===== config.mk =====
export PLATFORM = sky130hd
export DESIGN_NAME = hcbp_queue
export DESIGN_NICKNAME = d
export VERILOG_FILES = /design/src/hdl/huffman_code_bit_packer_assert.svh /design/src/hdl/hcbp_pkg.sv /design/src/hdl/hcbp_queue.sv
export SDC_FILE = /design/constraint.sdc
export NUM_CORES = 1
export LEC_CHECK = 0
export BUFFER_PORTS_ARGS = -buffer_cell sky130_fd_sc_hd__clkbuf_2
export CORE_AREA = 2 2 81 83
export DETAILED_ROUTE_END_ITERATION = 7
export DIE_AREA = 0 0 83 85
export PLACE_DENSITY = 0.87
export RECOVER_POWER = 100
export SLEW_MARGIN = 20
export SYNTH_ARGS = -nofsm -noshare
export SYNTH_HDL_FRONTEND = slang
export SYNTH_SLANG_ARGS = --single-unit
export TNS_END_PERCENT = 1

===== constraint.sdc =====
create_clock -name i_clk -period 2.3 [get_ports i_clk]
set_input_delay 0.46 -clock i_clk [delete_from_list [all_inputs] [get_ports i_clk]]
set_output_delay 0.46 -clock i_clk [all_outputs]
set_load 0.03 [all_outputs]

===== src/hdl/huffman_code_bit_packer_assert.svh =====
// Assertion macros of the code packer top level
`ifndef HUFFMAN_CODE_BIT_PACKER_ASSERT_SVH
`define HUFFMAN_CODE_BIT_PACKER_ASSERT_SVH

// Plain invariant, checked every cycle out of reset
`define HCBP_ASSERT(lbl, prop, msg) \
    lbl: assert property (@(posedge i_clk) disable iff (!i_rst_n) (prop)) else $error(msg);

// Same-cycle implication
`define HCBP_ASSERT_IMP(lbl, ante, cons, msg) \
    lbl: assert property (@(posedge i_clk) disable iff (!i_rst_n) (ante) |-> (cons)) \
        else $error(msg);

`endif


===== src/hdl/hcbp_pkg.sv =====
// Shared constants and types of the code packer
package hcbp_pkg;

    localparam int MAX_CODE_LEN = 32;
    localparam int CODE_W       = 32;
    localparam int LEN_W        = 6;
    localparam int SYM_W        = 8;
    localparam int KIND_W       = 2;
    localparam int BYTE_W       = 8;
    localparam int FVB_W        = 3;
    localparam int TABLE_DEPTH  = 256;
    localparam int LEN_LIM      = (MAX_CODE_LEN < CODE_W) ? MAX_CODE_LEN : CODE_W;
    // accumulator: up to seven leftover bits plus one full code
    localparam int ACC_W        = CODE_W + BYTE_W;
    localparam int CNT_W        = $clog2(ACC_W + 1);
    localparam int Q_DEPTH      = 2;
    localparam int Q_AW         = $clog2(Q_DEPTH);
    localparam int Q_CW         = $clog2(Q_DEPTH + 1);

    typedef enum logic [KIND_W-1:0] {
        K_LOAD   = 2'd0,
        K_ENCODE = 2'd1,
        K_FLUSH  = 2'd2
    } t_kind;

    typedef struct packed {
        logic              flush;
        logic [CODE_W-1:0] code;
        logic [LEN_W-1:0]  len;
    } t_job;

    typedef struct packed {
        logic             idle;
        logic [CNT_W-1:0] fill;
    } t_back_stat;

endpackage


===== src/hdl/hcbp_queue.sv =====
// Short job queue between front and back end
module hcbp_queue import hcbp_pkg::*; (
    input  logic  i_clk,
    input  logic  i_rst_n,
    input  logic  i_push_valid,
    input  t_job  i_push,
    output logic  o_push_ready,
    output logic  o_pop_valid,
    output t_job  o_pop,
    input  logic  i_pop_ready
);

    t_job             r_slot [Q_DEPTH];
    logic [Q_AW-1:0]  r_wp;
    logic [Q_AW-1:0]  r_rp;
    logic [Q_CW-1:0]  r_cnt;
    logic             w_push;
    logic             w_pop;

    assign o_push_ready = (r_cnt != Q_CW'(Q_DEPTH));
    assign o_pop_valid  = (r_cnt != '0);
    assign o_pop        = r_slot[r_rp];
    assign w_push       = i_push_valid && o_push_ready;
    assign w_pop        = o_pop_valid && i_pop_ready;

    always_ff @(posedge i_clk) begin
        if (w_push) begin
            r_slot[r_wp] <= i_push;
        end
    end

    always_ff @(posedge i_clk) begin
        if (!i_rst_n) begin
            r_wp  <= '0;
            r_rp  <= '0;
            r_cnt <= '0;
        end else begin
            if (w_push) begin
                r_wp <= (r_wp == Q_AW'(Q_DEPTH - 1)) ? '0 : r_wp + Q_AW'(1);
            end
            if (w_pop) begin
                r_rp <= (r_rp == Q_AW'(Q_DEPTH - 1)) ? '0 : r_rp + Q_AW'(1);
            end
            case ({w_push, w_pop})
                2'b10:   r_cnt <= r_cnt + Q_CW'(1);
                2'b01:   r_cnt <= r_cnt - Q_CW'(1);
                default: r_cnt <= r_cnt;
            endcase
        end
    end

endmodule


### Word-level counts from Yosys, hierarchy flattened

Memories as Yosys holds them, arrays and structs flattened. A register that Yosys moved wholly into a read port is not among the register bits.
Index checks and enable logic that the tools add are counted.

| word-level totals | value |
|---|---|
| bits in registers | 4 |
| bits in writable memories | 78 |
| input port bits | 43 |
| output and inout port bits | 41 |
| logic and storage cells | 22 |
| memories kept | 1 |

| cells by class | value |
|---|---|
| $add $sub $neg | 4 |
| equal/unequal tests | 3 |
| multiplexer cells | 7 |
| reduce and logical (&&, ||, !) cells | 4 |

Memories:

| memory | depth | bits a word | read ports | clocked after Yosys merged registers in | wr ports | RTL line | RTL |
|---|---|---|---|---|---|---|---|
| r_slot | 2 | 39 | 1 | 1 | 1 | hcbp_queue.sv:13 | `t_job r_slot [Q_DEPTH];` |

Operator list:

| cell | count |
|---|---|
| $mux 1 | 6 |
| $pmux 2 s2 | 1 |
| $reduce_bool 2->1 | 2 |
| $add 1x1->1 const B | 2 |
| $add 2x1->2 const B | 1 |
| $eq 2x1->1 const B | 1 |
| $eq 2x2->1 const B | 1 |
| $logic_and 1x1->1 | 2 |
| $ne 2x2->1 const B | 1 |
| $sub 2x1->2 const B | 1 |

### Depth between registers and ports, before layout

Gate-level depths: netlist of run 1.

| depth | value |
|---|---|
| word-level depth | 4 |
| depth in mapped cells | 6 |
| gate-level depth less buffers | 6 |

### Least setup slack after synthesis of run 1

Ideal clock, no wire load.

| timing | value |
|---|---|
| kind | register -> register |
| start | register r_cnt[0] |
| end | memory r_slot[1][0] in the netlist's numbering (enable) |
| setup time | 0.400 ns |
| arrival time | 1.818 ns |
| required time | 1.900 ns |
| path slack | 0.081 ns |
| stages on the path, launching flop included | 3 |
| path buffers | 0 |
| period minus slack after synthesis | 2.219 ns |
| cells stage by stage | dfxtp_1 > nand2b_1 > and3_1 |

| between the ends | value |
|---|---|
| word-level cells in the longest chain between the ends | 4 |

Ends and longest elaborated chain:

| element | RTL line | RTL |
|---|---|---|
| from (decl) | hcbp_queue.sv:16 | `logic [Q_CW-1:0] r_cnt;` |
| from (signal assigned) | hcbp_queue.sv:45 | `2'b10: r_cnt <= r_cnt + Q_CW'(1);` |
| from (signal assigned) | hcbp_queue.sv:46 | `2'b01: r_cnt <= r_cnt - Q_CW'(1);` |
| from (signal assigned) | hcbp_queue.sv:47 | `default: r_cnt <= r_cnt;` |
| $ne 2x2->1 | hcbp_queue.sv:20 | `assign o_push_ready = (r_cnt != Q_CW'(Q_DEPTH));` |
| named net o_push_ready | hcbp_queue.sv:7 | `output logic o_push_ready,` |
| $logic_and 1x1->1 | hcbp_queue.sv:23 | `assign w_push = i_push_valid && o_push_ready;` |
| $mux 1 | hcbp_queue.sv:27 | `if (w_push) begin` |
| $mux 1 (not written as such) | hcbp_queue.sv:28 | `r_slot[r_wp] <= i_push;` |
| to (decl) | hcbp_queue.sv:13 |  |

The timed path passes the listed nets, and every way through them passes these cells.

==> summary.txt, run 1 <==
Run status
  – Status: complete, no violations

Place
  – Dpl hpwl: 3.18 mm
  – Setup WS pre-CTS: 0.477 ns
  – DP Cell Count: 306
  – GP Congestion: 0.688
  – IO Port Bufs: 83

Detailed routing
  – Via count: 1556
  – Initial drt markers: 25
  – Post-route ant nets: 0
  – Pre-Repair DR Iteration Count: 3
  – Vias per cell: 4.83
  – Routed len/inst: 14.7 um
  – Total wire length: 4.73 mm
  – Drt drc: 0

CTS
  – CTS tree: yes
  – Clock Latency Late Sink: 0.33 ns
  – Htree depth: 3
  – CTS clk-pin slew, worst paths: 0.08 ns
  – CTS resizes: 0
  – Hold-fix buffers, CTS: 0
  – CTS Sinks: 83
  – Post-CTS Setup Repair Bufs: 0
  – Clock root buffer: clkbuf_8
  – CTS buffer count: 9
  – Clock Path Buffers: 2

Critical path
  – Ordered list of cells on the worst path: buf_12 -> mux2_2 -> clkbuf_2
  – CP endpoint kind: primary output
  – Worst EP arrival: 1.69 ns
  – Worst Setup Start Kind: flop
  – Worst R2R Start: r_cnt[0]
  – Critical-path top delay cell: dfxtp_2
  – Crit Path Category: flop to primary output
  – Critical Path Fanout Max: 25
  – Max incr delay on CP: 0.57 ns
  – CP Data Required Time: 1.84 ns

Power
  – Sequential Power Share: 45.2%
  – PwrDens: 1200 mW/mm^2
  – Sw frac: 33.2%
  – Worst vdd ir: 0.000727 V
  – Static Leak: 1.31 nW
  – Internal: 0.00298 W
  – Logic pwr share: 32.1%
  – Clk pwr share: 22.7%
  – Sw power: 0.00148 W
  – Total power: 0.00446 W

Floorplanning
  – Initial core utilization: 49.0%
  – Die Y: 85 um
  – Die footprint: 0.00706 mm^2
  – Row cnt: 29
  – Die X: 83 um
  – Core Area: 0.00620 mm^2
  – Boundary Pins: 84

Worst hold path
  – Hold Crit Class: primary input to flop
  – Hold_sp: i_push[37]

Timing
  – Max-Slew Margin vs Limit: 64.7%
  – RSZ-0062 raised after global routing: false
  – Final worst slack: 0.151 ns
  – Tmin final: 2.15 ns
  – Final setup viols: 0
  – Tightest Pin Transition: 0.529 ns
  – Fmax: 465 MHz
  – Pins Over Slew Limit: 0
  – Final Skew: 0.0115 ns
  – Final hold vios: 0
  – Setup TNS Final: 0 ns
  – WHS: 0.310 ns
  – Final Cycle Share: 93.4%

Final layout
  – Layout cell share with drive strength beyond 1: 42.0%
  – Layout fillers: 511
  – Final Non-Filler Cells: 322
  – Antenna diodes: 0
  – Area grow syn2layout: 22.3%
  – Final #Nets: 284

Logic synthesis
  – FF+latch count, synth: 83
  – Mapped Cells: 145
  – Post-synth top flop: edfxtp_1
  – Cell with the most instances after synthesis: edfxtp_1
  – Synth top area cells: edfxtp_1 (77%), mux2_2 (14%), dfxtp_1 (3.3%)
  – Syn. warnings: 0
  – Post-synth EDFFs: 78
  – Synthesized area: 0.00304 mm^2
  – FFs w/ async S/R, synth: 0%
  – Syn_nets: 189
  – Most common library cells after synthesis: edfxtp_1 (78), mux2_2 (39), dfxtp_1 (5)
  – Post-synth top area share: 77.1%
  – Seq/Total Area, Yosys: 80.4%
  – Synth Area per Inst: 21.0 um^2
  – Biggest area consumer among synthesized cells: edfxtp_1
  – Yosys cell types: 21

GRT
  – Largest net degree at the start of global routing: 26
  – Total Routing Usage GR: 14.2%
  – Number of global-route vias before repair: 1621
  – Remaining Overflow, GRT: 0
  – Initial antenna violation count: 0
  – Global-route wire length before repair: 7.53 mm

Run
  – Max_cap viols: 0
==> worst max-delay path, delay by kind of cell (launching register included) <==
kind / cells / cell delay, ns
buffers and inverters: 2 / 0.42
DFF: 1 / 0.57
muxes: 1 / 0.36
==> kinds of logic (layout without fill, tap and decap cells) <==
logic type | after synthesis | after routing | share of synthesized area (%)
buffers and inverters | 5 | 105 | 0.864
flip-flops | 83 | 83 | 80.4
AO/OA/AOI/OAI | 5 | 5 | 1.24
AND/OR/NAND/NOR | 9 | 9 | 1.81
XOR/XNOR | 3 | 3 | 0.865
adder cells (fa/ha/maj) | 1 | 1 | 0.412
multiplexers | 39 | 39 | 14.5
==> power by group through the flow <==
stage / Clock [W] / Combinational [W] / Sequential (W)
global route: 0.00110 / 0.00153 / 0.00205
CTS: 0.00105 / 0.00151 / 0.00202
global placement: 0 / 0.00149 / 0.00203
detailed placement: 0 / 0.00150 / 0.00205
finish: 0.00101 / 0.00143 / 0.00202
floorplan: 0 / 0.00114 / 0.00199
==> flip-flops by register name (all words and copies together), names as in the netlist, named ones only <==
register,cells
r_cnt,2
r_rp,1
r_slot,78
r_wp,1
==> layout by cell type, fill, tap and decap left out <==
cell,count
edfxtp_1,78
clkbuf_2,46
clkbuf_1,43
mux2_2,39
clkbuf_8,11
dfxtp_1,4
xnor2_1,3
nor2b_1,2
clkinv_1,2
a21boi_0,2
o21a_1,1
or2_2,1
nand2b_1,1
nand2_1,1
and3_2,1
nand3b_1,1
and2_0,1
a21bo_2,1
o21ai_0,1
or3_1,1
ha_1,1
dfxtp_2,1
bufinv_16,1
clkinv_2,1
buf_12,1
==> metal layers <==
metal	up-vias	part of all wire [%]	track usage (%)
met5	-	0	0
met4	0	1.7	6.71
met3	9	5.5	4.57
met2	49	52	23.9
met1	744	41	16.6
li1	754	-	-
==> area by class of cell <==
type / instances / area [um^2] / area share (%)
sequential: 83 / 2440 / 65.7
multi-input combinational: 57 / 572 / 15.4
timing repair buffer: 88 / 404 / 10.9
clock buffer: 13 / 159 / 4.27
tap: 77 / 96.3 / 2.59
clock inverter: 3 / 38.8 / 1.04
inverter: 1 / 3.75 / 0.101
==> final timing paths <==
path | cells after the start | slack, ns | endpoint
worst max-delay path | 3 | 0.15 | o_pop[17]
worst min-delay path | 1 | 0.31 | r_slot[0][37]
worst max register to register | 3 | 0.66 | r_slot[1][34]
worst min register to register | 2 | 0.53 | r_cnt[1]
==> through the flow <==
stage / util, % / cell area [um^2]
detailed placement: 57.7 / 3580
global placement: 57.7 / 3580
floorplan: - / 3040
CTS: 60.9 / 3780
finish: 59.9 / 3720
global route: 59.9 / 3720
Note: power is estimated with default switching activity, not from simulation.
==> run 2: changes to the inputs <==
--- a/config.mk
+++ b/config.mk
@@ -9,6 +9,7 @@
 export CORE_AREA = 2 2 81 83
 export DETAILED_ROUTE_END_ITERATION = 7
 export DIE_AREA = 0 0 83 85
+export MAX_ROUTING_LAYER = met4
 export PLACE_DENSITY = 0.87
 export RECOVER_POWER = 100
 export SLEW_MARGIN = 20
==> summary.txt, run 2 (same netlist as run 1, synthesis figures left out) <==
CTS
  – Clock Latency Late Sink: 0.33 ns (about the same)
  – CTS Sinks: 83 (unchanged)
  – Hold-fix buffers, CTS: 0 (unchanged)
  – CTS buffer count: 9 (unchanged)
  – Clock root buffer: clkbuf_8
  – CTS tree: yes
  – Clock Path Buffers: 2 (unchanged)
  – CTS resizes: 0 (unchanged)
  – Htree depth: 3 (unchanged)
  – CTS clk-pin slew, worst paths: 0.08 ns (about the same)
  – Post-CTS Setup Repair Bufs: 0 (unchanged)

Worst hold path
  – Hold Crit Class: primary input to flop

Floorplanning
  – Core Area: 0.00620 mm^2 (unchanged)
  – Die X: 83 um (unchanged)
  – Die Y: 85 um (unchanged)
  – Row cnt: 29 (unchanged)
  – Initial core utilization: 49.0% (unchanged)
  – Die footprint: 0.00706 mm^2 (unchanged)
  – Boundary Pins: 84 (unchanged)

Timing
  – Final hold vios: 0 (unchanged)
  – Setup TNS Final: 0 ns (unchanged)
  – RSZ-0062 raised after global routing: false
  – Pins Over Slew Limit: 0 (unchanged)
  – Final worst slack: 0.154 ns (+0.00282 ns)
  – Tightest Pin Transition: 0.527 ns (-0.00188 ns)
  – Tmin final: 2.15 ns (-0.00283 ns)
  – Max-Slew Margin vs Limit: 64.8% (+0.13 points)
  – Final setup viols: 0 (unchanged)
  – Final Cycle Share: 93.3% (-0.12 points)
  – Final Skew: 0.0114 ns (-0.000107 ns)
  – Fmax: 466 MHz (+0.13%)

Final layout
  – Most common cell after layout, fill and taps aside: edfxtp_1
  – Final #Nets: 284 (unchanged)
  – Multi-input logic area: 572 um^2 (unchanged)
  – Reg with most FFs: r_slot
  – Antenna diodes: 0 (unchanged)
  – Commonest non-fill, non-tap cells in the layout: edfxtp_1 (78), clkbuf_2 (46), clkbuf_1 (43)
  – Seq. cell area: 0.00244 mm^2 (unchanged)
  – Layout cell share with drive strength beyond 1: 42.0% (unchanged)
  – Max reg flops: 78 (unchanged)
  – Finished Cell Area: 0.00372 mm^2 (unchanged)
  – Area grow syn2layout: 22.3% (unchanged)
  – Biggest regs: r_slot: 78 flops, r_cnt: 2 flops
  – Final Non-Filler Cells: 322 (unchanged)
  – Layout fillers: 511 (unchanged)

GRT
  – Initial antenna violation count: 0 (unchanged)
  – Remaining Overflow, GRT: 0 (unchanged)
  – Number of global-route vias before repair: 1634 (+0.80%)
  – Global-route wire length before repair: 7.55 mm (+0.28%)
  – Largest net degree at the start of global routing: 26 (unchanged)
  – Total Routing Usage GR: 14.6% (+0.49 points)

Power
  – Worst vdd ir: 0.000726 V (-0.12%)
  – PwrDens: 1200 mW/mm^2 (about the same)
  – Static Leak: 1.31 nW (unchanged)

Detailed routing
  – Post-route ant nets: 0 (unchanged)
  – Via count: 1551 (-0.32%)
  – Vias per cell: 4.82 (-0.32%)
  – Drt drc: 0 (unchanged)
  – Routed len/inst: 14.7 um (-0.15%)
  – Initial drt markers: 23 (-8.0%)
  – Pre-Repair DR Iteration Count: 5 (+2)
  – Total wire length: 4.72 mm (-0.15%)

Critical path
  – Worst EP arrival: 1.69 ns (about the same)
  – CP endpoint kind: primary output
  – Crit Path Category: flop to primary output
  – Critical Path Fanout Max: 25 (unchanged)
  – Worst Setup Start Kind: flop
  – CP Data Required Time: 1.84 ns (about the same)

Place
  – Setup WS pre-CTS: 0.477 ns (unchanged)
  – IO Port Bufs: 83 (unchanged)
  – DP Cell Count: 306 (unchanged)
  – Placed Area: 0.00358 mm^2 (unchanged)
  – GP Congestion: 0.696 (+1.0%)
  – Dpl hpwl: 3.18 mm (unchanged)

Run
  – Max_cap viols: 0 (unchanged)

Run status
  – Status: complete, no violations
## run 2: cell counts in the layout (fill, tap and decap cells not counted)
No cell type changed its count.
## run 2: cell type report
class	count	area share (%)
clock inverters	3	1.04
well taps	77	2.59
repair buffers	88	10.9
inverters	1	0.101
multi-input cells	57	15.4
clock buffers	13	4.27
flip-flops and latches	83	65.7
## run 2: worst max-delay path, stage by stage, from the launching register on
cell	delay (ns)
dfxtp_2	0.57
buf_12	0.24
mux2_2	0.36
clkbuf_2	0.18
## run 2: final timing paths
check                           depth (start not counted)            end  slack, ns       start
worst max register to register                          3  r_slot[1][34]       0.66    r_cnt[0]
worst min register to register                          2       r_cnt[1]       0.53    r_cnt[1]
worst max-delay path                                    3      o_pop[17]       0.15        flop
worst min-delay path                                    1  r_slot[0][37]       0.31  i_push[37]
## run 2: power by group
group          switching, W  leakage [nW]  internal (W)  total (W)
logic              0.000921         0.440      0.000513    0.00143
registers          0.000104         0.771       0.00191    0.00202
clock network      0.000454         0.101      0.000557    0.00101
## run 2: metal layers
layer | wire, um | track usage, % | vias to the layer above
met5 | 0 | - | -
met4 | 69 | 6.71 | 0
met3 | 222 | 4.18 | 9
met2 | 2500 | 24.0 | 46
met1 | 1920 | 16.9 | 743
li1 | - | - | 753
## run 2: per-stage QoR
| step | utilization, % | hold slack, ns | power [W] |
|---|---|---|---|
| after floorplan | - | 0.479 | 0.00313 |
| after global placement | 57.7 | 0.497 | 0.00352 |
| after detailed placement | 57.7 | 0.520 | 0.00355 |
| after CTS | 60.9 | 0.288 | 0.00457 |
| after global routing | 59.9 | 0.291 | 0.00468 |
| final | 59.9 | 0.310 | 0.00446 |
