**src/hdl/huffman_code_bit_packer_assert.svh**
```systemverilog
// Assertion macros of the code packer top level
`ifndef HUFFMAN_CODE_BIT_PACKER_ASSERT_SVH
`define HUFFMAN_CODE_BIT_PACKER_ASSERT_SVH

// Plain invariant, checked every cycle out of reset
`define HCBP_ASSERT(lbl, prop, msg) \
    lbl: assert property (@(posedge i_clk) disable iff (!i_rst_n) (prop)) else $error(msg);

// Same-cycle implication
`define HCBP_ASSERT_IMP(lbl, ante, cons, msg) \
    lbl: assert property (@(posedge i_clk) disable iff (!i_rst_n) (ante) |-> (cons)) \
        else $error(msg);

`endif

```
**src/hdl/hcbp_pkg.sv**
```systemverilog
// Shared constants and types of the code packer
package hcbp_pkg;

    localparam int MAX_CODE_LEN = 32;
    localparam int CODE_W       = 32;
    localparam int LEN_W        = 6;
    localparam int SYM_W        = 8;
    localparam int KIND_W       = 2;
    localparam int BYTE_W       = 8;
    localparam int FVB_W        = 3;
    localparam int TABLE_DEPTH  = 256;
    localparam int LEN_LIM      = (MAX_CODE_LEN < CODE_W) ? MAX_CODE_LEN : CODE_W;
    // accumulator: up to seven leftover bits plus one full code
    localparam int ACC_W        = CODE_W + BYTE_W;
    localparam int CNT_W        = $clog2(ACC_W + 1);
    localparam int Q_DEPTH      = 2;
    localparam int Q_AW         = $clog2(Q_DEPTH);
    localparam int Q_CW         = $clog2(Q_DEPTH + 1);

    typedef enum logic [KIND_W-1:0] {
        K_LOAD   = 2'd0,
        K_ENCODE = 2'd1,
        K_FLUSH  = 2'd2
    } t_kind;

    typedef struct packed {
        logic              flush;
        logic [CODE_W-1:0] code;
        logic [LEN_W-1:0]  len;
    } t_job;

    typedef struct packed {
        logic             idle;
        logic [CNT_W-1:0] fill;
    } t_back_stat;

endpackage

```
**src/hdl/hcbp_out_if.sv**
```systemverilog
// Result item channel: valid/ready plus the packed byte fields
interface hcbp_out_if;
    import hcbp_pkg::*;

    logic               valid;
    logic               ready;
    logic [BYTE_W-1:0]  out_byte;
    logic               byte_valid;
    logic [FVB_W-1:0]   final_valid_bits;
    logic               last;

    modport source (output valid, out_byte, byte_valid, final_valid_bits, last, input ready);
    modport sink   (input valid, out_byte, byte_valid, final_valid_bits, last, output ready);
endinterface

```
**src/hdl/hcbp_back.sv**
```systemverilog
// Back end: bit accumulator, byte emission and output register
module hcbp_back import hcbp_pkg::*; (
    input  logic        i_clk,
    input  logic        i_rst_n,
    input  logic        i_job_valid,
    input  t_job        i_job,
    output logic        o_job_ready,
    hcbp_out_if.source  o_out,
    output t_back_stat  o_stat
);

    typedef enum logic [1:0] {
        S_IDLE = 2'b01,
        S_EMIT = 2'b10
    } t_bstate;

    t_bstate            r_state, n_state;
    logic [ACC_W-1:0]   r_acc, n_acc;     // valid bits left-aligned, zeros below
    logic [CNT_W-1:0]   r_fill, n_fill;

    logic               r_ov;
    logic [BYTE_W-1:0]  r_obyte;
    logic               r_obv;
    logic [FVB_W-1:0]   r_ofvb;
    logic               r_olast;

    logic               w_slot;
    logic               w_pop;
    logic               w_emit;
    logic [BYTE_W-1:0]  w_byte;
    logic               w_bv;
    logic [FVB_W-1:0]   w_fvb;
    logic               w_last;
    logic [CNT_W-1:0]   w_shift;
    logic [CNT_W-1:0]   w_sum;
    logic [CNT_W-1:0]   w_rem;
    logic [ACC_W-1:0]   w_place;

    assign w_slot  = !r_ov || o_out.ready;
    assign w_sum   = r_fill + CNT_W'(i_job.len);
    assign w_shift = CNT_W'(ACC_W) - w_sum;
    assign w_place = ACC_W'(i_job.code) << w_shift;
    assign w_rem   = r_fill - CNT_W'(BYTE_W);

    always_comb begin
        n_state = r_state;
        n_acc   = r_acc;
        n_fill  = r_fill;
        w_pop   = 1'b0;
        w_emit  = 1'b0;
        w_byte  = r_acc[ACC_W-1 -: BYTE_W];
        w_bv    = 1'b1;
        w_fvb   = '0;
        w_last  = 1'b0;
        case (r_state)
            S_IDLE: begin
                if (i_job_valid) begin
                    if (i_job.flush) begin
                        if (w_slot) begin
                            w_pop  = 1'b1;
                            w_emit = 1'b1;
                            w_bv   = (r_fill != '0);
                            w_fvb  = r_fill[FVB_W-1:0];
                            w_last = 1'b1;
                            n_acc  = '0;
                            n_fill = '0;
                        end
                    end else begin
                        w_pop  = 1'b1;
                        n_acc  = r_acc | w_place;
                        n_fill = w_sum;
                        if (w_sum >= CNT_W'(BYTE_W)) begin
                            n_state = S_EMIT;
                        end
                    end
                end
            end
            S_EMIT: begin
                if (w_slot) begin
                    w_emit = 1'b1;
                    w_last = (w_rem < CNT_W'(BYTE_W));
                    n_acc  = r_acc << BYTE_W;
                    n_fill = w_rem;
                    if (w_last) begin
                        n_state = S_IDLE;
                    end
                end
            end
            default: begin
                n_state = S_IDLE;
            end
        endcase
    end

    always_ff @(posedge i_clk) begin
        if (!i_rst_n) begin
            r_state <= S_IDLE;
            r_acc   <= '0;
            r_fill  <= '0;
            r_ov    <= 1'b0;
        end else begin
            r_state <= n_state;
            r_acc   <= n_acc;
            r_fill  <= n_fill;
            if (w_emit) begin
                r_ov <= 1'b1;
            end else if (o_out.ready) begin
                r_ov <= 1'b0;
            end
        end
    end

    always_ff @(posedge i_clk) begin
        if (w_emit) begin
            r_obyte <= w_byte;
            r_obv   <= w_bv;
            r_ofvb  <= w_fvb;
            r_olast <= w_last;
        end
    end

    assign o_job_ready            = w_pop;
    assign o_out.valid            = r_ov;
    assign o_out.out_byte         = r_obyte;
    assign o_out.byte_valid       = r_obv;
    assign o_out.final_valid_bits = r_ofvb;
    assign o_out.last             = r_olast;
    assign o_stat.idle            = (r_state == S_IDLE);
    assign o_stat.fill            = r_fill;

endmodule

```
**src/flat_wrapper.sv**
```systemverilog
// flat-port wrapper written by rule: the top's interface ports become plain ports
module hcbp_back_flat import hcbp_pkg::*;
  (i_clk, i_rst_n, i_job_valid, i_job, o_job_ready, o_stat, o_out_valid, o_out_out_byte, o_out_byte_valid, o_out_final_valid_bits, o_out_last, o_out_ready);
  hcbp_out_if o_out_i ();
  input  logic i_clk;
  input  logic i_rst_n;
  input  logic i_job_valid;
  input  t_job i_job;
  output logic o_job_ready;
  output t_back_stat o_stat;
  output wire logic [$bits(o_out_i.valid)-1:0] o_out_valid;
  output wire logic [$bits(o_out_i.out_byte)-1:0] o_out_out_byte;
  output wire logic [$bits(o_out_i.byte_valid)-1:0] o_out_byte_valid;
  output wire logic [$bits(o_out_i.final_valid_bits)-1:0] o_out_final_valid_bits;
  output wire logic [$bits(o_out_i.last)-1:0] o_out_last;
  input wire logic [$bits(o_out_i.ready)-1:0] o_out_ready;
  assign o_out_valid = o_out_i.valid;
  assign o_out_out_byte = o_out_i.out_byte;
  assign o_out_byte_valid = o_out_i.byte_valid;
  assign o_out_final_valid_bits = o_out_i.final_valid_bits;
  assign o_out_last = o_out_i.last;
  assign o_out_i.ready = o_out_ready;
  hcbp_back u_core (.i_clk(i_clk), .i_rst_n(i_rst_n), .i_job_valid(i_job_valid), .i_job(i_job), .o_job_ready(o_job_ready), .o_out(o_out_i), .o_stat(o_stat));
endmodule
```
**config.mk**
```make
export PLATFORM = sky130hd
export DESIGN_NAME = hcbp_back_flat
export DESIGN_NICKNAME = d
export VERILOG_FILES = /design/src/hdl/huffman_code_bit_packer_assert.svh /design/src/hdl/hcbp_pkg.sv /design/src/hdl/hcbp_out_if.sv /design/src/hdl/hcbp_back.sv /design/src/flat_wrapper.sv
export SDC_FILE = /design/constraint.sdc
export NUM_CORES = 1
export LEC_CHECK = 0
export BUFFER_PORTS_ARGS = -buffer_cell sky130_fd_sc_hd__buf_4
export CORE_ASPECT_RATIO = 1.2
export CORE_MARGIN = 8
export CORE_UTILIZATION = 60
export CTS_CLUSTER_DIAMETER = 120
export CTS_CLUSTER_SIZE = 30
export DETAILED_ROUTE_END_ITERATION = 7
export MAX_ROUTING_LAYER = met4
export PLACE_DENSITY = 0.82
export SYNTH_ARGS = -nofsm -noshare
export SYNTH_HDL_FRONTEND = slang
export SYNTH_SLANG_ARGS = --single-unit
```
**constraint.sdc**
```tcl
create_clock -name i_clk -period 4.25 [get_ports i_clk]
set_input_delay 0.2125 -clock i_clk [delete_from_list [all_inputs] [get_ports i_clk]]
set_output_delay 0.2125 -clock i_clk [all_outputs]
set_load 0.01 [all_outputs]
```
# [Yosys cells after proc, flatten, opt, wreduce, memory -nomap -nowiden]
# Index checks and enable logic that the tools add are counted.
[classes] reduce_logical=8 eq_ne=8 n_lt_le_gt_ge=2 shifts=1 n_bitwise=1 mux=27 n_addsub=3
[op_table] operator="$mux 40" n=4
[op_table] operator="$pmux 40 s2" n=1
[op_table] operator="$or 40x40->40" n=1
[op_table] operator="$shl 32x6->40" n=1
[op_table] operator="$mux 6" n=4
[op_table] operator="$pmux 6 s2" n=1
[op_table] operator="$mux 2" n=5
[op_table] operator="$mux 1" n=9
[op_table] operator="$reduce_and 4->1" n=2
[op_table] operator="$add 6x6->6" n=1
[op_table] operator="$ge 6x4->1 const B" n=1
[op_table] operator="$lt 6x4->1 const B" n=1
[op_table] operator="$ne 2x1->1 const B" n=3
[op_table] operator="$reduce_bool 6->1" n=1
[op_table] operator="$sub 6x4->6 const B" n=1
[op_table] operator="$sub 6x6->6 const A" n=1
[op_table] operator="$reduce_and 5->1" n=1
[op_table] operator="$ne 2x2->1 const B" n=2
[op_table] operator="$pmux 1 s2" n=2
[op_table] operator="$pmux 2 s2" n=1
[op_table] operator="$reduce_bool 2->1" n=2
[op_table] operator="$ne 3x2->1 const B" n=1
[op_table] operator="$eq 2x1->1 const B" n=1
[op_table] operator="$eq 2x2->1 const B" n=1
[op_table] operator="2 further kinds" n=2
[totals] output_inout_bits=22 wordCells=58 inputBits=43 regBits=62

# [Depth between registers and ports, before layout]
[depth] depth_word=7 mapped_depth=13 mapped_depth_nobuf=11

# [Worst setup path before layout]
# No wires, ideal clock.
[synth_timing] path_kind="register -> register" startpoint="register u_core.r_fill[0]" endpoint="register u_core.r_acc[31]" path_stages_with_launch=13 t_arrival_ps=3255 slack_ps=850 synth_period_minus_slack_ps=3400 cell_sequence="dfxtp_1 ha_1 fa_1 inv_1 ha_1 buf_2 buf_2 mux4_2 mux2i_1 mux2i_1 mux2_2 a221oi_1 a2111oi_2"
[synth_between] elab_chain_cells=7
[synth_rtl] element="from (decl)" line="hcbp_back.sv:19" rtl="logic [CNT_W-1:0] r_fill, n_fill;"
[synth_rtl] element="from (signal assigned)" line="hcbp_back.sv:104" rtl="r_fill <= n_fill;"
[synth_rtl] element="$add 6x6->6" line="hcbp_back.sv:40" rtl="assign w_sum = r_fill + CNT_W'(i_job.len);"
[synth_rtl] element="$sub 6x6->6" line="hcbp_back.sv:41" rtl="assign w_shift = CNT_W'(ACC_W) - w_sum;"
[synth_rtl] element="$shl 32x6->40" line="hcbp_back.sv:42" rtl="assign w_place = ACC_W'(i_job.code) << w_shift;"
[synth_rtl] element="$or 40x40->40" line="hcbp_back.sv:70" rtl="n_acc = r_acc | w_place;"
[synth_rtl] element="$mux 40" line="hcbp_back.sv:58" rtl="if (i_job.flush) begin"
[synth_rtl] element="$mux 40" line="hcbp_back.sv:57" rtl="if (i_job_valid) begin"
[synth_rtl] element="$pmux 40 s2" line="hcbp_back.sv:55" rtl="case (r_state)"
[synth_rtl] element="to (signal assigned)" line="hcbp_back.sv:103" rtl="r_acc <= n_acc;"
[synth_rtl] element="to (decl)" line="hcbp_back.sv:18" rtl="logic [ACC_W-1:0] r_acc, n_acc;"
# No other way between the ends. The select of a mux whose other input is x is not followed.
# A chain may end at the register's enable or synchronous reset.

# [Worst setup path in the final report]
# Same ends and word-level chain as after synthesis.

==> metrics.md <==
| Metric | Value |
|---|---|
| Post-synthesis register bit count | `62` |
| Part of the power in the clock network | `roughly 16%` |
| Worst Setup Start Kind | `register` |
| Synthesis warning total | `0` |
| Number of gates resized after cts | `0` |
| Count of inserted antenna diode cells | `0` |
| Internal power | `0.00202 W` |
| Detailed Place HPWL | `11200 µm` |
| Drt initial violations | `approximately 500` |
| Number of CTS-inserted buffers | `9` |
| Area overhead of the layout relative to synthesis | `14.5%` |
| Clock Skews | `12.5 ps` |
| Ratio of routed vias to standard cells | `6.79` |
| Min-Delay Startpoint | `i_rst_n` |
| Switching power total | `0.00160 W` |
| Setup repair bufs after CTS | `0` |
| Most repeated library cell on the critical path | `sky130_fd_sc_hd__mux2i_1` |
| Unique cell type count in the Yosys netlist | `64` |
| Floorplan die area | `12000 µm²` |
| Type of the setup path with the least slack | `register to register` |
| Final weighted congestion in routability-driven placement | `0.929` |
| Share of async-settable or async-resettable flops after synthesis | `0%` |
| Start of the worst register-to-register path | `u_core.r_fill[0]$_SDFFE_PN0P_` |
| Number of cells on the worst reg-to-reg path | `11` |
| Reg-to-reg setup timing slack | `530 ps` |
| Worst-Skew Late Latency | `350 ps` |
| Status | `finished clean` |
| Syn_nets | `between 500 and 600` |
| Arrival time worst endpoint | `3940 ps` |
| Slowest stage delay, CP | `roughly 650 ps` |
| First-pass GRT wire length | `roughly 25000 µm` |
| Switching Share | `44.2%` |
| Power per unit of standard cell area | `605 nW/µm²` |
| Routed met1 length | `around 6100 µm` |
| Number of enable-type register cells in the synthesized netlist | `13` |
| H-tree depth reported by CTS | `3` |
| Wire length per cell after detailed routing | `about 21 µm` |
| Setup Slack @ Placement | `520 ps` |
| Overall Power | `between 0.003 and 0.004 W` |
| Count of clock tree sinks | `62` |
| CTS Hold Buffers Added | `0` |
| RSZ-0062 raised after global routing | `false` |
| Total track usage | `26.5%` |
| Sequential area share after synthesis | `26.3%` |
| Area of the core region | `8520 µm²` |
| Worst-path cell chain | `ha_2, fa_1, inv_1, ha_1, buf_4, mux4_2, mux2i_1, mux2i_1, mux2_2, a221oi_1, a2111oi_2` |
| Number of nets in the final layout | `about 640` |
| Starting Density | `61.3%` |
| Die Ht | `118 µm` |
| Setup Total Neg Slack | `0 ps` |
| Worst Hold End | `u_core.r_acc[10]$_SDFFE_PN0P_` |
| Share of post-route cells with drive strength above 1 | `just under 30%` |
| Share of the clock period used by the worst path | `87.6%` |
| Top routing layer in use | `met4` |
| WL final | `between 15000 and 20000 µm` |
| Source of the critical timing path | `u_core.r_fill[0]$_SDFFE_PN0P_` |
| Overall overflow remaining after global route | `0` |
| Commonest non-fill, non-tap cells in the layout | `sky130_fd_sc_hd__buf_4 (78), sky130_fd_sc_hd__mux2i_1 (55), sky130_fd_sc_hd__nor2_1 (54)` |
| Relative slew slack | `26.0%` |
| Transition time at the pin with the least slew margin | `1110 ps` |
| Residual DRC count | `0` |
| TritonCTS clock tree | `done` |
| Max FO, Critical Path | `13` |
| TritonRoute pass-1 iters | `5` |
| Commonest non-fill, non-tap cell in the layout | `sky130_fd_sc_hd__buf_4` |
| Worst Slack Setup Final | `between 500 and 600 ps` |
| Area of the mapped netlist | `between 5000 and 6000 µm²` |
| Count of final max-slew check failures | `0` |
| Per-instance average area after synthesis | `9.67 µm²` |
| Setup Viol. Count Final | `0` |
| Met3 routed wirelength | `1150 µm` |
| Number of maximum-capacitance constraint violations | `0` |
| Synthesized instance count | `between 500 and 600` |
| Initial antenna violation count | `0` |
| RR Endpoint | `u_core.r_acc[31]$_SDFFE_PN0P_` |
| IR Drop Worst-Case VDD | `0.241 mV` |
| DRT antenna net count | `0` |
| Cell chosen for the clock root | `sky130_fd_sc_hd__clkbuf_8` |
| Number of rows in the core area | `37` |
| Via count of the first global-routing pass | `4702` |
| Class of the tightest hold or removal check | `input port to register` |
| CTS max path bufs | `2` |
| Pin count of the biggest net entering global routing | `39` |
| I/O pin total | `between 60 and 70` |
| Port Buffers | `64` |
| Static leakage power | `~2.4 nW` |
| Critical path required time | `~4500 ps` |
| Critical path endpoint category | `register` |
| Sum of met2 wire segment lengths after detailed routing | `7260 µm` |
| DIE WIDTH | `~100 µm` |
| Comb pwr share | `62.1%` |
| DP Cell Count | `690` |
| Slowest stage cell, crit path | `sky130_fd_sc_hd__ha_1` |
| Via count | `4796` |
| Maximum frequency from static timing analysis | `269 MHz` |
| Relative contribution of sequential cells to total power | `between 20% and 30%` |
| Hold Slack | `231 ps` |
| Final Hold Violating Endpoints | `0` |
| Register clock-pin slew on the reported worst setup and hold paths | `90 ps` |
| Crit path time final | `around 3700 ps` |
| Hold Path Depth | `3` |
| Top FF cell, synth | `sky130_fd_sc_hd__dfxtp_1` |
| Final cell count without fillers | `706` |
[layer usage]
metal | track usage [%] | up-vias
met5 | - | -
met4 | 14.3 | 0
met3 | 4.40 | 44
met2 | 41.2 | 271
met1 | 31.8 | 2304
li1 | - | 2177
[metrics by stage]
step                area (µm²)  utilization (%)
floorplan                 5220                -
global placement          5760             67.6
detailed placement        5760             67.6
CTS                       5980             70.2
global route              5980             70.2
finish                    5980             70.2
[worst max-delay path, delay by kind of cell, from the launching register on]
kind	cells	cell delay (ps)
flops	1	350
mux	4	1090
compound gates	2	410
fa+ha+maj	3	1360
buf+inv	2	380
[cells in the mapped netlist, types with 3 or more instances]
cell / count / area (µm²)
sky130_fd_sc_hd__mux2i_1: 55 / 551
sky130_fd_sc_hd__buf_2: 13 / 65.1
sky130_fd_sc_hd__xnor3_1: 4 / 90.1
sky130_fd_sc_hd__o21ai_0: 37 / 185
sky130_fd_sc_hd__clkbuf_1: 22 / 82.6
sky130_fd_sc_hd__nor3b_1: 3 / 22.5
sky130_fd_sc_hd__ha_1: 9 / 113
sky130_fd_sc_hd__a31oi_1: 5 / 31.3
sky130_fd_sc_hd__a22oi_1: 3 / 22.5
sky130_fd_sc_hd__nand2b_1: 11 / 68.8
sky130_fd_sc_hd__a222oi_1: 6 / 60.1
sky130_fd_sc_hd__edfxtp_1: 13 / 390
sky130_fd_sc_hd__nand3_1: 7 / 35.0
sky130_fd_sc_hd__a221oi_1: 16 / 140
sky130_fd_sc_hd__buf_4: 6 / 45.0
sky130_fd_sc_hd__a21oi_1: 38 / 190
sky130_fd_sc_hd__and2_1: 3 / 18.8
sky130_fd_sc_hd__mux4_2: 32 / 721
sky130_fd_sc_hd__xnor2_1: 3 / 26.3
sky130_fd_sc_hd__a2111oi_2: 3 / 45.0
sky130_fd_sc_hd__a211oi_1: 6 / 45.0
sky130_fd_sc_hd__a21o_1: 5 / 37.5
sky130_fd_sc_hd__a2bb2oi_1: 7 / 61.3
sky130_fd_sc_hd__inv_1: 14 / 52.6
sky130_fd_sc_hd__mux2_2: 19 / 214
sky130_fd_sc_hd__nor2_1: 54 / 203
sky130_fd_sc_hd__dfxtp_1: 49 / 981
sky130_fd_sc_hd__and3_1: 5 / 31.3
sky130_fd_sc_hd__o22ai_1: 3 / 18.8
sky130_fd_sc_hd__nor3_1: 13 / 65.1
sky130_fd_sc_hd__o21ai_1: 5 / 25.0
sky130_fd_sc_hd__buf_6: 4 / 45.0
sky130_fd_sc_hd__nand2_1: 24 / 90.1
[how the worst max path moves through the flow]
stage / endpoint / depth (start not counted)
after global routing: u_core.r_acc[24]$_SDFFE_PN0P_ / 10
after CTS: u_core.r_acc[22]$_SDFFE_PN0P_ / 11
after global placement: u_core.r_acc[26]$_SDFFE_PN0P_ / 11
after detailed placement: u_core.r_acc[31]$_SDFFE_PN0P_ / 11
after floorplan: u_core.r_acc[31]$_SDFFE_PN0P_ / 12
final: u_core.r_acc[31]$_SDFFE_PN0P_ / 11
[power by group through the flow]
stage	Combinational (W)	Clock [W]	Sequential, W
after global routing	0.00240	0.000614	0.000792
final	0.00225	0.000590	0.000782
after floorplan	0.00170	0	0.000778
after CTS	0.00221	0.000587	0.000778
after global placement	0.00217	0	0.000787
after detailed placement	0.00220	0	0.000790
[cells by family (layout without fill, tap and decap cells)]
group | after synthesis | after routing | synth area share (%)
AOI/OAI and AO/OA | 154 | 154 | 20.4
xor gates and xnor gates | 12 | 12 | 3.67
adders and majority gates | 10 | 10 | 2.54
buffers and inverters | 60 | 109 | 5.63
DFF | 62 | 62 | 26.3
muxes | 106 | 106 | 28.4
and+or+nand+nor | 136 | 136 | 13.1
[area by class of cell]
cell class,instances,area (µm²)
tap,117,146
timing repair buffer,79,606
inverter,14,52.6
clock buffer,10,149
multi-input combinational,418,3580
sequential,62,1370
fill,690,2540
clock inverter,6,72.6
[registers in the layout, indices dropped and copies added (netlist names)]
name	count
u_core.o_out.valid	1
u_core.o_out.last	1
u_core.r_fill	6
u_core.o_out.final_valid_bits	3
u_core.r_acc	40
u_core.r_state	2
u_core.o_out.byte_valid	1
u_core.o_out.out_byte	8
Power figures use the tool's default switching activity.
